File: config.mk
export PLATFORM = sky130hd
export DESIGN_NAME = button_press_hold_classifier
export DESIGN_NICKNAME = d
export VERILOG_FILES = /design/src/rtl/bphc_pkg.sv /design/src/rtl/button_press_hold_classifier.sv /design/src/rtl/bphc_cfg.sv /design/src/rtl/bphc_core.sv
export SDC_FILE = /design/constraint.sdc
export NUM_CORES = 1
export LEC_CHECK = 0
export BUFFER_PORTS_ARGS = -buffer_cell sky130_fd_sc_hd__buf_4
export CORE_AREA = 2 2 139 141
export CTS_CLUSTER_DIAMETER = 200
export CTS_CLUSTER_SIZE = 8
export DETAILED_ROUTE_END_ITERATION = 12
export DIE_AREA = 0 0 141 143
export SLEW_MARGIN = 25
export SYNTH_ARGS = -nofsm -noshare
export SYNTH_HDL_FRONTEND = slang
export SYNTH_SLANG_ARGS = --single-unit
File: constraint.sdc
create_clock -name clk -period 6.25 [get_ports clk]
set_input_delay 1.25 -clock clk [delete_from_list [all_inputs] [get_ports clk]]
set_output_delay 1.25 -clock clk [all_outputs]
set_load 0.03 [all_outputs]
File: src/rtl/bphc_pkg.sv
// Package for the button press/hold classifier: event and repeat codes,
// register map and the configuration struct. No dependencies.
package bphc_pkg;

    localparam int unsigned ADDR_W  = 4;
    localparam int unsigned DATA_W  = 32;
    localparam int unsigned TIME_W  = 32;
    localparam int unsigned HELD_W  = 16;
    localparam int unsigned EVENT_W = 3;
    localparam int unsigned REPT_W  = 2;

    // Event codes
    localparam logic [EVENT_W-1:0] EV_NONE         = 3'd0;
    localparam logic [EVENT_W-1:0] EV_PRESS        = 3'd1;
    localparam logic [EVENT_W-1:0] EV_HOLD         = 3'd2;
    localparam logic [EVENT_W-1:0] EV_HOLD_LONG    = 3'd3;
    localparam logic [EVENT_W-1:0] EV_RELEASE      = 3'd4;
    localparam logic [EVENT_W-1:0] EV_HOLD_RELEASE = 3'd5;

    // Sticky repeat class codes
    localparam logic [REPT_W-1:0] RP_NONE    = 2'd0;
    localparam logic [REPT_W-1:0] RP_PRESS   = 2'd1;
    localparam logic [REPT_W-1:0] RP_HOLD    = 2'd2;
    localparam logic [REPT_W-1:0] RP_RELEASE = 2'd3;

    // Register indexes (byte address = 4 * index)
    localparam logic [1:0] REG_HOLD_THR  = 2'd0;
    localparam logic [1:0] REG_LONG_THR  = 2'd1;
    localparam logic [1:0] REG_PRESS_LVL = 2'd2;

    localparam logic [HELD_W-1:0] HOLD_THR_RST = 16'd500;
    localparam logic [HELD_W-1:0] LONG_THR_RST = 16'd1000;
    localparam logic [HELD_W-1:0] HELD_MAX     = 16'hFFFF;

    typedef struct packed {
        logic [HELD_W-1:0] hold_thr;
        logic [HELD_W-1:0] long_thr;
        logic              pressed_level;
    } cfg_t;

endpackage

File: src/rtl/button_press_hold_classifier.sv
// Button press/hold classifier top level: poll register, classifier, result register.
// Poll register feeds result register; one item per cycle unless out_ready stalls.
// Rate is set by the single poll register feeding the classifier, whose state updates
// as each item moves into the result register. rst_n (async, active low) clears
// both valid flags, the press state and loads the threshold defaults 500 / 1000 ms.
// Depends on bphc_pkg, bphc_cfg, bphc_core.
module button_press_hold_classifier (
    input  logic                          clk,
    input  logic                          rst_n,
    // configuration port
    input  logic                          psel,
    input  logic                          penable,
    input  logic                          pwrite,
    input  logic [bphc_pkg::ADDR_W-1:0]   paddr,
    input  logic [bphc_pkg::DATA_W-1:0]   pwdata,
    output logic [bphc_pkg::DATA_W-1:0]   prdata,
    output logic                          pready,
    // poll input
    input  logic                          in_valid,
    output logic                          in_ready,
    input  logic                          pin_level,
    input  logic [bphc_pkg::TIME_W-1:0]   now_ms,
    // result output
    output logic                          out_valid,
    input  logic                          out_ready,
    output logic [bphc_pkg::EVENT_W-1:0]  event_res,
    output logic [bphc_pkg::REPT_W-1:0]   repeat_class
);
    import bphc_pkg::*;

    cfg_t cfg;

    // poll register
    logic              s1_valid_reg;
    logic              s1_pin_reg;
    logic [TIME_W-1:0] s1_now_reg;

    // result register
    logic               out_valid_reg;
    logic [EVENT_W-1:0] out_event_reg;
    logic [REPT_W-1:0]  out_repeat_reg;

    logic               out_free;
    logic               advance;
    logic               in_fire;
    logic [EVENT_W-1:0] core_event;
    logic [REPT_W-1:0]  core_repeat;

    bphc_cfg u_cfg (
        .clk     (clk),
        .rst_n   (rst_n),
        .psel    (psel),
        .penable (penable),
        .pwrite  (pwrite),
        .paddr   (paddr),
        .pwdata  (pwdata),
        .prdata  (prdata),
        .pready  (pready),
        .cfg     (cfg)
    );

    // The result register takes a new item when empty or being drained this cycle.
    assign out_free = !out_valid_reg || out_ready;
    // Retire the held poll into the result register; this also commits the state.
    assign advance  = s1_valid_reg && out_free;
    // Accept a new poll when the poll register is empty or retiring.
    assign in_ready = !s1_valid_reg || out_free;
    assign in_fire  = in_valid && in_ready;

    bphc_core u_core (
        .clk          (clk),
        .rst_n        (rst_n),
        .cfg          (cfg),
        .advance      (advance),
        .pin_level    (s1_pin_reg),
        .now_ms       (s1_now_reg),
        .event_res    (core_event),
        .repeat_class (core_repeat)
    );

    // Control flags
    always_ff @(posedge clk or negedge rst_n)
    begin
        if (!rst_n)
        begin
            s1_valid_reg  <= 1'b0;
            out_valid_reg <= 1'b0;
        end
        else
        begin
            if (in_ready)
            begin
                s1_valid_reg <= in_valid;
            end
            if (out_free)
            begin
                out_valid_reg <= s1_valid_reg;
            end
        end
    end

    // Payload registers: hold until the next transfer
    always_ff @(posedge clk)
    begin
        if (in_fire)
        begin
            s1_pin_reg <= pin_level;
            s1_now_reg <= now_ms;
        end
        if (advance)
        begin
            out_event_reg  <= core_event;
            out_repeat_reg <= core_repeat;
        end
    end

    assign out_valid    = out_valid_reg;
    assign event_res    = out_event_reg;
    assign repeat_class = out_repeat_reg;

endmodule

File: src/rtl/bphc_cfg.sv
// Configuration register file behind the APB-style port.
// Depends on bphc_pkg.
module bphc_cfg (
    input  logic                         clk,
    input  logic                         rst_n,
    input  logic                         psel,
    input  logic                         penable,
    input  logic                         pwrite,
    input  logic [bphc_pkg::ADDR_W-1:0]  paddr,
    input  logic [bphc_pkg::DATA_W-1:0]  pwdata,
    output logic [bphc_pkg::DATA_W-1:0]  prdata,
    output logic                         pready,
    output bphc_pkg::cfg_t               cfg
);
    import bphc_pkg::*;

    cfg_t       cfg_reg;
    cfg_t       cfg_next;
    logic       wr_en;
    logic [1:0] reg_idx;

    assign pready  = 1'b1;
    assign wr_en   = psel && penable && pwrite;
    assign reg_idx = paddr[3:2];

    always_comb
    begin
        cfg_next = cfg_reg;
        if (wr_en)
        begin
            case (reg_idx)
                REG_HOLD_THR:  cfg_next.hold_thr      = pwdata[HELD_W-1:0];
                REG_LONG_THR:  cfg_next.long_thr      = pwdata[HELD_W-1:0];
                REG_PRESS_LVL: cfg_next.pressed_level = pwdata[0];
                default:       cfg_next = cfg_reg;
            endcase
        end
    end

    always_ff @(posedge clk or negedge rst_n)
    begin
        if (!rst_n)
        begin
            cfg_reg.hold_thr      <= HOLD_THR_RST;
            cfg_reg.long_thr      <= LONG_THR_RST;
            cfg_reg.pressed_level <= 1'b0;
        end
        else
        begin
            cfg_reg <= cfg_next;
        end
    end

    always_comb
    begin
        case (reg_idx)
            REG_HOLD_THR:  prdata = {{(DATA_W-HELD_W){1'b0}}, cfg_reg.hold_thr};
            REG_LONG_THR:  prdata = {{(DATA_W-HELD_W){1'b0}}, cfg_reg.long_thr};
            REG_PRESS_LVL: prdata = {{(DATA_W-1){1'b0}}, cfg_reg.pressed_level};
            default:       prdata = '0;
        endcase
    end

    assign cfg = cfg_reg;

endmodule

File: src/rtl/bphc_core.sv
// Classification logic and press state: turns one registered poll into an
// event and repeat class, and updates the state when the poll retires.
// Depends on bphc_pkg.
module bphc_core (
    input  logic                          clk,
    input  logic                          rst_n,
    input  bphc_pkg::cfg_t                cfg,
    input  logic                          advance,
    input  logic                          pin_level,
    input  logic [bphc_pkg::TIME_W-1:0]   now_ms,
    output logic [bphc_pkg::EVENT_W-1:0]  event_res,
    output logic [bphc_pkg::REPT_W-1:0]   repeat_class
);
    import bphc_pkg::*;

    logic              was_pressed_reg,  was_pressed_next;
    logic [TIME_W-1:0] start_reg,        start_next;
    logic [HELD_W-1:0] held_reg,         held_next;
    logic              hold_fired_reg,   hold_fired_next;
    logic              long_fired_reg,   long_fired_next;
    logic [REPT_W-1:0] repeat_reg,       repeat_next;

    logic              pressed;
    logic [TIME_W-1:0] elapsed;
    logic [HELD_W-1:0] held_sat;

    assign pressed  = (pin_level == cfg.pressed_level);
    assign elapsed  = now_ms - start_reg;
    assign held_sat = (elapsed[TIME_W-1:HELD_W] != '0) ? HELD_MAX : elapsed[HELD_W-1:0];

    always_comb
    begin
        was_pressed_next = pressed;
        start_next       = start_reg;
        held_next        = held_reg;
        hold_fired_next  = hold_fired_reg;
        long_fired_next  = long_fired_reg;
        repeat_next      = repeat_reg;
        event_res        = EV_NONE;

        if (!was_pressed_reg && pressed)
        begin
            event_res       = EV_PRESS;
            repeat_next     = RP_PRESS;
            start_next      = now_ms;
            held_next       = '0;
            hold_fired_next = 1'b0;
            long_fired_next = 1'b0;
        end
        else if (was_pressed_reg && pressed)
        begin
            held_next = held_sat;
            // long threshold wins when both are reached in one poll
            if (held_sat >= cfg.long_thr && !long_fired_reg)
            begin
                event_res       = EV_HOLD_LONG;
                repeat_next     = RP_HOLD;
                long_fired_next = 1'b1;
            end
            else if (held_sat >= cfg.hold_thr && !hold_fired_reg)
            begin
                event_res       = EV_HOLD;
                repeat_next     = RP_HOLD;
                hold_fired_next = 1'b1;
            end
        end
        else if (was_pressed_reg && !pressed)
        begin
            // judge on the held time of the last held poll
            event_res   = (held_reg <= cfg.hold_thr) ? EV_RELEASE : EV_HOLD_RELEASE;
            repeat_next = RP_RELEASE;
        end
    end

    assign repeat_class = repeat_next;

    always_ff @(posedge clk or negedge rst_n)
    begin
        if (!rst_n)
        begin
            was_pressed_reg <= 1'b0;
            start_reg       <= '0;
            held_reg        <= '0;
            hold_fired_reg  <= 1'b0;
            long_fired_reg  <= 1'b0;
            repeat_reg      <= RP_NONE;
        end
        else if (advance)
        begin
            was_pressed_reg <= was_pressed_next;
            start_reg       <= start_next;
            held_reg        <= held_next;
            hold_fired_reg  <= hold_fired_next;
            long_fired_reg  <= long_fired_next;
            repeat_reg      <= repeat_next;
        end
    end

endmodule

Yosys cells after proc, flatten, opt, wreduce, memory -nomap -nowiden
Index checks and enable logic that the tools add are counted.
{"block": "word_totals", "regBits": 126, "latch_bits": 0, "ram_bits": 0, "romBits": 0, "inputBits": 76, "mem_count": 0}
{"block": "op_classes", "addsub": 1, "mul": 0, "div_mod_pow": 0, "order_cmp": 3, "n_eq_ne": 4, "shifts": 0, "mux": 21, "bitwise": 0, "reduce_logical": 29}
{"op": "$mux 16", "count": 3}
{"op": "$pmux 16 s3", "count": 1}
{"op": "$ge 16x16->1", "count": 2}
{"op": "$sub 32x32->32", "count": 1}
{"op": "$le 16x16->1", "count": 1}
{"op": "$reduce_bool 16->1", "count": 1}
{"op": "$mux 2", "count": 6}
{"op": "$reduce_and 2->1", "count": 5}
{"op": "$logic_and 1x1->1", "count": 9}
{"op": "$mux 3", "count": 3}
{"op": "$mux 1", "count": 8}
{"op": "$logic_not 1->1", "count": 6}
{"op": "$reduce_bool 2->1", "count": 3}
{"op": "$reduce_and 4->1", "count": 1}
{"op": "$reduce_and 3->1", "count": 1}
{"op": "$eq 2x1->1 const B", "count": 1}
{"op": "$eq 2x2->1 const B", "count": 1}
{"op": "$logic_not 2->1", "count": 1}
{"op": "$logic_or 1x1->1", "count": 2}
{"op": "$ne 2x1->1 const B", "count": 1}
{"op": "$eq 1x1->1", "count": 1}

Logic depth before layout (Yosys ltp)
Gate-level depths: netlist of the first run.
{"block": "depth", "ltp_word": 9, "ltp_mapped": 24, "ltp_nobuf": 22}

Cells and area by module
Synthesis of the first run repeated with hierarchy kept, for this count alone.
{"block": "hier_totals", "cells_unflattened": 850, "area_unflattened_um2": 8267.9}
{"mod": "bphc_core", "n_inst": 1, "cells_per_inst": 675, "area_per_inst_um2": 5312.6}
{"mod": "bphc_cfg", "n_inst": 1, "cells_per_inst": 129, "area_per_inst_um2": 1710.4}
{"mod": "button_press_hold_classifier", "n_inst": 1, "cells_per_inst": 46, "area_per_inst_um2": 1244.9}

Least setup slack after synthesis of the first run
Ideal clock, no wire load.
{"block": "synth_path", "kind": "register to register", "startpoint": "reg u_core.start_reg[0]", "endpoint": "reg out_repeat_reg[1], in the netlist repeat_class[1], data pin", "setup_ns": 0.261, "arrival_time_ns": 4.643, "required_time_ns": 5.989, "path_slack_ns": 1.347, "stages_incl_launch_ff": 23, "n_path_buf": 1, "period_less_slack_ns": 4.903, "cell_sequence": "dfrtp_1 -> ha_1 -> fa_1 -> nand2b_1 -> a21oi_1 -> o211ai_1 -> a21oi_1 -> o21ai_0 -> o31ai_1 -> clkbuf_1 -> o221ai_1 -> nor4_1 -> inv_1 -> ha_1 -> a21o_1 -> a21o_1 -> a21oi_1 -> nor2b_1 -> o21ai_0 -> a21oi_1 -> a211oi_1 -> o21a_1 -> a21oi_1"}
{"block": "synth_via", "elab_chain_len": 9}
{"element": "from (decl)", "line_no": "bphc_core.sv:17", "source": "logic [TIME_W-1:0] start_reg, start_next;"}
{"element": "from (signal assigned)", "line_no": "bphc_core.sv:91", "source": "start_reg <= start_next;"}
{"element": "$sub 32x32->32 *", "line_no": "bphc_core.sv:28", "source": "assign elapsed = now_ms - start_reg;"}
{"element": "$reduce_bool 16->1", "line_no": "bphc_core.sv:29", "source": "assign held_sat = (elapsed[TIME_W-1:HELD_W] != '0) ? HELD_MAX : elapsed[HELD_W-1:0];"}
{"element": "$mux 16 *", "line_no": "bphc_core.sv:29"}
{"element": "$ge 16x16->1", "line_no": "bphc_core.sv:60", "source": "else if (held_sat >= cfg.hold_thr && !hold_fired_reg)"}
{"element": "$logic_and 1x1->1", "line_no": "bphc_core.sv:60"}
{"element": "$mux 2", "line_no": "bphc_core.sv:60"}
{"element": "$mux 2 *", "line_no": "bphc_core.sv:54", "source": "if (held_sat >= cfg.long_thr && !long_fired_reg)"}
{"element": "$mux 2 *", "line_no": "bphc_core.sv:50", "source": "else if (was_pressed_reg && pressed)"}
{"element": "$mux 2 *", "line_no": "bphc_core.sv:41", "source": "if (!was_pressed_reg && pressed)"}
{"element": "via core_repeat[1]", "line_no": "button_press_hold_classifier.sv:47", "source": "logic [REPT_W-1:0] core_repeat;"}
{"element": "to (signal assigned)", "line_no": "button_press_hold_classifier.sv:113", "source": "out_repeat_reg <= core_repeat;"}
{"element": "to (decl)", "line_no": "button_press_hold_classifier.sv:41", "source": "logic [REPT_W-1:0] out_repeat_reg;"}
The timed path passes the listed nets; every way through them passes the cells marked *.
A chain may end at the register's enable or synchronous reset.

Worst setup path after layout of the first run
{"block": "layout_path", "startpoint": "reg s1_now_reg[0]", "endpoint": "reg out_repeat_reg[1], in the netlist repeat_class[1], data pin"}
{"block": "layout_via", "elab_chain_len": 9}
{"element": "from (decl)", "line_no": "button_press_hold_classifier.sv:36", "source": "logic [TIME_W-1:0] s1_now_reg;"}
{"element": "from (signal assigned)", "line_no": "button_press_hold_classifier.sv:108", "source": "s1_now_reg <= now_ms;"}
{"element": "$sub 32x32->32 *", "line_no": "bphc_core.sv:28"}
{"element": "$reduce_bool 16->1", "line_no": "bphc_core.sv:29"}
{"element": "$mux 16 *", "line_no": "bphc_core.sv:29"}
{"element": "$ge 16x16->1", "line_no": "bphc_core.sv:60"}
{"element": "$logic_and 1x1->1", "line_no": "bphc_core.sv:60"}
{"element": "$mux 2", "line_no": "bphc_core.sv:60"}
{"element": "$mux 2 *", "line_no": "bphc_core.sv:54"}
{"element": "$mux 2 *", "line_no": "bphc_core.sv:50"}
{"element": "$mux 2 *", "line_no": "bphc_core.sv:41"}
{"element": "via core_repeat[1]", "line_no": "button_press_hold_classifier.sv:47"}
Marks and branches as above.

==> reports/qor.txt, run 1 <==
Pwr Density: 448.1 mW/mm2
Max VDD drop: 0.0002172 V
clock skew: 0.005753 ns
Synth async-reset ratio: 69.84%
FP Rows: 50
CP Capture Point: repeat_class[1]
Critical path origin: s1_now_reg[0]
Synth area leader: dfrtp_1
Reg-to-Reg End: repeat_class[1]
IO Count: 116
WP buf/inv: 1
CTS Buf Count: 17
CP Capture Type: flip-flop
Via density: 5.281
Post-CTS Setup Repair Bufs: 0
CTS tree: built
via count: 6533
Gate Count Post-Synth: 919
Sink Count: 126
core area: 0.01858 mm2
vias in the first global route: 6285
synthesis-stage register bit count: 126
fin crit period: 5.821 ns
area growth from synthesis to final layout: 16.84%
crit start category: flip-flop
Leak Pwr: 4.247 nW
Final period util: 93.14%
fraction of layout cells with a size suffix above 1: 15.45%
# nets final: 1146
initial antenna violation count: 0
WS Path Type: reg -> reg
Reg2Reg Depth: 21
Max Buffers Root-to-Sink: 2
Worst-path clk slew: 0.06 ns
Worst EP required: 6.43 ns
final wirelength: 18.23 mm
first-pass GRT wire length: 30.65 mm
commonest non-fill, non-tap cell in the layout: nand2_1
Die Wd: 141 um
Post-synth EDFFs: 38
Root Driver: clkbuf_16
dpl hpwl: 14.06 mm
Die Ht: 143 um
YS warnings: 0
Levels on crit path: 21
CP max-delay cell: nor4_1
synth unique cells: 68
sequential fraction of the synthesis area: 40.39%
routability cong.: 0.8209
hold buffer count at CTS: 0
post-synth top area share: 22.87%
Layout Utilization: 52.28%
Slew Limit Fails: 0
Max-cap violations: 0
top cells by area, synth: dfrtp_1 23%, edfxtp_1 14%, ha_1 12%, o21ai_0 6.2%, nand2_1 5.0%
Clk Latency, worst-skew pair: 0.43 ns
antenna diode count: 0
most frequent cells in the layout: 111 x nand2_1, 103 x o21ai_0, 90 x buf_4, 89 x inv_1, 79 x ha_1
DR DRC count: 0
CP max FO: 10
hold crit path type: reg -> reg
R2R Path Start: s1_now_reg[0]
Buffers on Ports: 80
mean post-synth cell area: 9.047 um2
slew of the pin with the lowest slew margin: 0.8995 ns
setup tns final: 0 ns
internal reg-to-reg setup slack: 0.43 ns
Routed Antenna Nets: 0
CP max stage delay: 0.66 ns
Worst slew margin: 40.04%
Global Route Usage Sum: 19.02%
hold slack: 0.4839 ns
cell breakdown of the critical path: inv_1, ha_1, fa_1, nand2b_1, a21oi_1, o21ai_1, a211o_1, a21boi_0, mux2i_1, o22ai_1, nor4_1, ha_1, nand2b_1, a21o_1, a21o_1, a21o_1, a21oi_1, o21ai_0, a211oi_1, o21a_1, a21oi_1
outcome: finished clean
Layout fillers: 1761
endpoints failing setup: 0
WL/cell: 14.73 um
Max Fclk: 171.8 MHz
grt total ovfl: 0
CP top delay family: compound AO/OA/AOI/OAI gates
max FFs per register: 33
TritonRoute pass-1 iters: 4
CP Data Arrival Time: 6.00 ns
CTS resizes: 0
initial core utilization: 44.75%
Post-Syn Area: 0.008314 mm2
1st-iter DRT viols: 265
die area: 0.02016 mm2
htree depth: 4
largest net degree at the start of global routing: 60
Final Hold Fails: 0
RSZ-0062 raised after global routing: no
ys flop type: dfrtp_1
[metrics by stage]
step                cell area [um2]  total power [W]  worst slack [ns]  std cells
floorplan                      8371         0.002839             1.347        934
global placement               9085         0.003328            0.3245       1204
detailed placement             9085         0.003352            0.3875       1204
CTS                            9687         0.004376            0.3515       1236
global route                   9714         0.004729           0.04617       1237
finish                         9714         0.004353            0.4286       1237
[power breakdown]
group | internal (W) | leakage, nW | switching (W)
combinational | 0.000834 | 2.54 | 0.00130
clock | 0.000620 | 0.290 | 0.000384
sequential | 0.00111 | 1.42 | 0.000107
[final cells by class]
class | count | area [um2] | share of cell area, %
Clock buffer | 19 | 464.2 | 4.778
Clock inverter | 13 | 137.6 | 1.417
Inverter | 90 | 337.8 | 3.478
Multi-Input combinational cell | 664 | 4420 | 45.50
Sequential cell | 126 | 3358 | 34.57
Tap cell | 234 | 292.8 | 3.014
Timing Repair Buffer | 91 | 703.2 | 7.239
[kinds of logic (layout without fill, tap and decap cells)]
| logic type | count (synthesis) | in the layout | synth area share [%] |
|---|---|---|---|
| and+or+nand+nor | 255 | 255 | 14.88 |
| DFF | 126 | 126 | 40.39 |
| muxes | 21 | 21 | 2.573 |
| xor gates and xnor gates | 23 | 23 | 2.423 |
| AOI/OAI and AO/OA | 268 | 268 | 20.12 |
| buffers and inverters | 144 | 213 | 7.389 |
| other | 2 | 17 | 0.09033 |
| adders and majority gates | 80 | 80 | 12.13 |
[Yosys cell counts (all sizes together) (21+ instances only)]
cell and count:
nor2 43, edfxtp 38, buf 21, clkbuf 33, inv 90, dfrtp 76
a21oi 58, o21ai 106, nand2 111, ha 79, a21o 24
[tightest hold or removal path: cells and delay by family (launching register included)]
kind             cells  cell delay, ns
AND/OR/NAND/NOR      1            0.05
AO/OA/AOI/OAI        1            0.06
flip-flops           1            0.34
[worst min-delay path by stage]
stage                        startpoint             endpoint  slack (ns)  depth (start not counted)
floorplan           u_core.held_reg[10]  u_core.held_reg[10]        0.45                          2
global placement     u_core.held_reg[5]   u_core.held_reg[5]        0.47                          2
detailed placement   u_core.held_reg[5]   u_core.held_reg[5]        0.48                          2
CTS                        s1_valid_reg            out_valid        0.49                          1
global route         u_core.held_reg[9]   u_core.held_reg[9]        0.52                          2
finish               u_core.held_reg[5]   u_core.held_reg[5]        0.48                          2
[layer usage]
metal / global-route usage, % / wire length [um] / vias up
li1: - / - / 3383
met1: 24.77 / 8744 / 3041
met2: 32.22 / 8704 / 92
met3: 2.918 / 516 / 17
met4: 7.053 / 261 / 0
met5: 0 / 0 / -
No activity file was read; power rests on OpenSTA's default activity.
==> run 2: changes to the inputs <==
--- a/config.mk
+++ b/config.mk
@@ -14,4 +14,5 @@
 export SLEW_MARGIN = 25
 export SYNTH_ARGS = -nofsm -noshare
 export SYNTH_HDL_FRONTEND = slang
+export SYNTH_HIERARCHICAL = 1
 export SYNTH_SLANG_ARGS = --single-unit
==> run 2 against run 1 <==
Against the previous run: clock-buffer cell count increased by 1; fmax decreased by 3.4%; critical endpoint is now u_core/repeat_reg[1]; clock skew increased by 0.0024 ns; synthesized cell count decreased by 7.5%; wire length decreased by 3.2%; sequential share of layout area increased by 0.27 points; largest cell class unchanged; cell count decreased by 5.2%.
==> reports/qor.txt, run 2 <==
Hold EP: u_core/start_reg[26]
1st-iter DRT viols: 424
initial core utilization: 44.50%
max FFs per register: 33
Final Hold Fails: 0
Hold Crit Depth: 2
routability cong.: 0.8603
htree depth: 4
Max-cap violations: 0
ys flop type: dfrtp_1
first-pass GRT wire length: 28.99 mm
WS Path Type: reg -> reg
largest net degree at the start of global routing: 46
via count: 6143
Synth area leader: dfrtp_1
Post-synth top cells: 88 x nand2_1, 79 x ha_1, 76 x dfrtp_1
# nets final: 1082
IO Count: 116
internal reg-to-reg setup slack: 0.23 ns
slew of the pin with the lowest slew margin: 0.9230 ns
vias in the first global route: 5855
commonest non-fill, non-tap cell in the layout: buf_4
Global Route Usage Sum: 18.05%
CTS Buf Count: 17
Max VDD drop: 0.0001882 V
top cells by area, synth: dfrtp_1 23%, edfxtp_1 14%, ha_1 12%, nand2_1 4.0%, dfstp_2 3.8%
Leak Pwr: 4.344 nW
synthesis-stage register bit count: 126
initial antenna violation count: 0
final wirelength: 17.65 mm
post-synth top area share: 23.00%
Reg-to-Reg End: u_core/repeat_reg[1]
FP Rows: 50
hold buffer count at CTS: 0
hold slack: 0.4872 ns
YS warnings: 6
CP Capture Type: flip-flop
Reg2Reg Depth: 23
Die Wd: 141 um
Routed Antenna Nets: 0
Pwr Density: 447.5 mW/mm2
post-route insts no fill: 1173
Die Ht: 143 um
area growth from synthesis to final layout: 16.59%
Max Fclk: 166.0 MHz
Post-synth EDFFs: 38
Post-Syn Area: 0.008268 mm2
fraction of layout cells with a size suffix above 1: 20.45%
Worst-path clk slew: 0.06 ns
Slew Limit Fails: 0
Worst Setup Slack, final: 0.2263 ns
mean post-synth cell area: 9.727 um2
CP Data Arrival Time: 6.29 ns
Buffers on Ports: 80
Worst EP required: 6.52 ns
dpl hpwl: 13.48 mm
die area: 0.02016 mm2
crit start category: flip-flop
Worst slew margin: 38.46%
sequential fraction of the synthesis area: 40.62%
fin crit period: 6.024 ns
most common cell in the netlist: nand2_1
Pwr Total: 0.004313 W
Clk Latency, worst-skew pair: 0.42 ns
DR DRC count: 0
grt total ovfl: 0
endpoints failing setup: 0
Via density: 5.237
dpl cells: 1140
Layout Utilization: 51.88%
Sink Count: 126
clock skew: 0.008104 ns
outcome: finished clean
R2R Path Start: s1_now_reg[6]
Max Buffers Root-to-Sink: 2
pre-CTS setup slack: 0.1611 ns
TritonRoute pass-1 iters: 5
Final period util: 96.38%
Synth async-reset ratio: 69.84%
hold crit path type: reg -> reg
most frequent cells in the layout: 93 x buf_4, 88 x nand2_1, 77 x ha_1, 76 x dfrtp_1, 70 x inv_1
Hold Crit Start: s1_now_reg[26]
synth unique cells: 68
WL/cell: 15.05 um
core area: 0.01858 mm2
antenna diode count: 0
Gate Count Post-Synth: 850
CP max FO: 16
Root Driver: clkbuf_16
CTS tree: built
## run 2: area by class of cell
| type | instances | area [um2] |
|---|---|---|
| clock buffer | 20 | 436.7 |
| clock inverter | 12 | 168.9 |
| fill | 1709 | 8941 |
| inverter | 70 | 262.8 |
| multi-input combinational | 618 | 4422 |
| sequential | 126 | 3358 |
| tap | 234 | 292.8 |
| timing repair buffer | 93 | 698.2 |
## run 2: per-stage QoR
stage	cell area (um2)	TNS (ns)
6_report	9639	0
3_5_place_dp	9007	0
4_1_cts	9613	0
3_3_place_gp	9007	0
5_1_grt	9639	-0.03476
2_1_floorplan	8324	0
## run 2: kinds of logic (layout without fill, tap and decap cells)
logic type | after synthesis | after routing | share of synthesized area [%]
adders and majority gates | 80 | 80 | 12.20
AOI/OAI and AO/OA | 198 | 198 | 15.42
muxes | 54 | 54 | 7.536
DFF | 126 | 126 | 40.62
xor gates and xnor gates | 25 | 25 | 2.648
buffers and inverters | 121 | 195 | 6.901
other | 2 | 17 | 0.09083
and+or+nand+nor | 244 | 244 | 14.59
## run 2: layer usage
layer | vias to the layer above | part of all wire, % | GRT usage (%)
met5 | - | 0 | 0
met4 | 0 | 1.0 | 4.895
met3 | 16 | 3.6 | 3.924
met2 | 116 | 44 | 27.96
met1 | 2866 | 51 | 25.71
li1 | 3145 | - | -
## run 2: timing repair
action / in CTS / in global routing
endpoints found under the setup margin: 0 / 5
resized for setup: 0 / 8
setup buffers: 0 / 1
## run 2: how the worst max path moves through the flow
stage | slack [ns] | cells after the start | to | start
finish | 0.23 | 23 | u_core/repeat_reg[1] | s1_now_reg[6]
detailed placement | 0.16 | 24 | repeat_class[1] | s1_now_reg[0]
global route | -0.02 | 23 | u_core/repeat_reg[1] | s1_now_reg[5]
global placement | 0.17 | 24 | repeat_class[1] | s1_now_reg[0]
floorplan | 0.60 | 24 | repeat_class[1] | s1_now_reg[26]
CTS | 0.09 | 24 | repeat_class[1] | s1_now_reg[0]
## run 2: report_power, final
part	leakage, nW	switching, W	internal, W	total, W
registers	1.42	0.000127	0.00111	0.00124
clock network	0.285	0.000362	0.000663	0.00102
logic	2.64	0.00120	0.000853	0.00205
## run 2: worst max-delay path, cell delays in order, from the launching register on
cell	delay [ns]
edfxtp_1	0.40
ha_1	0.41
a211o_2	0.36
nor2_1	0.11
nand3_1	0.12
a311o_1	0.44
a211o_2	0.34
nor2b_1	0.14
xnor2_1	0.23
nand3_1	0.13
or4_4	0.62
or3_1	0.46
ha_1	0.31
a21o_1	0.19
a21o_1	0.17
a21o_1	0.17
a21o_1	0.17
a21oi_1	0.14
o31ai_1	0.09
a21oi_1	0.21
o21ai_1	0.16
nor3_1	0.28
buf_4	0.16
nor3_1	0.04
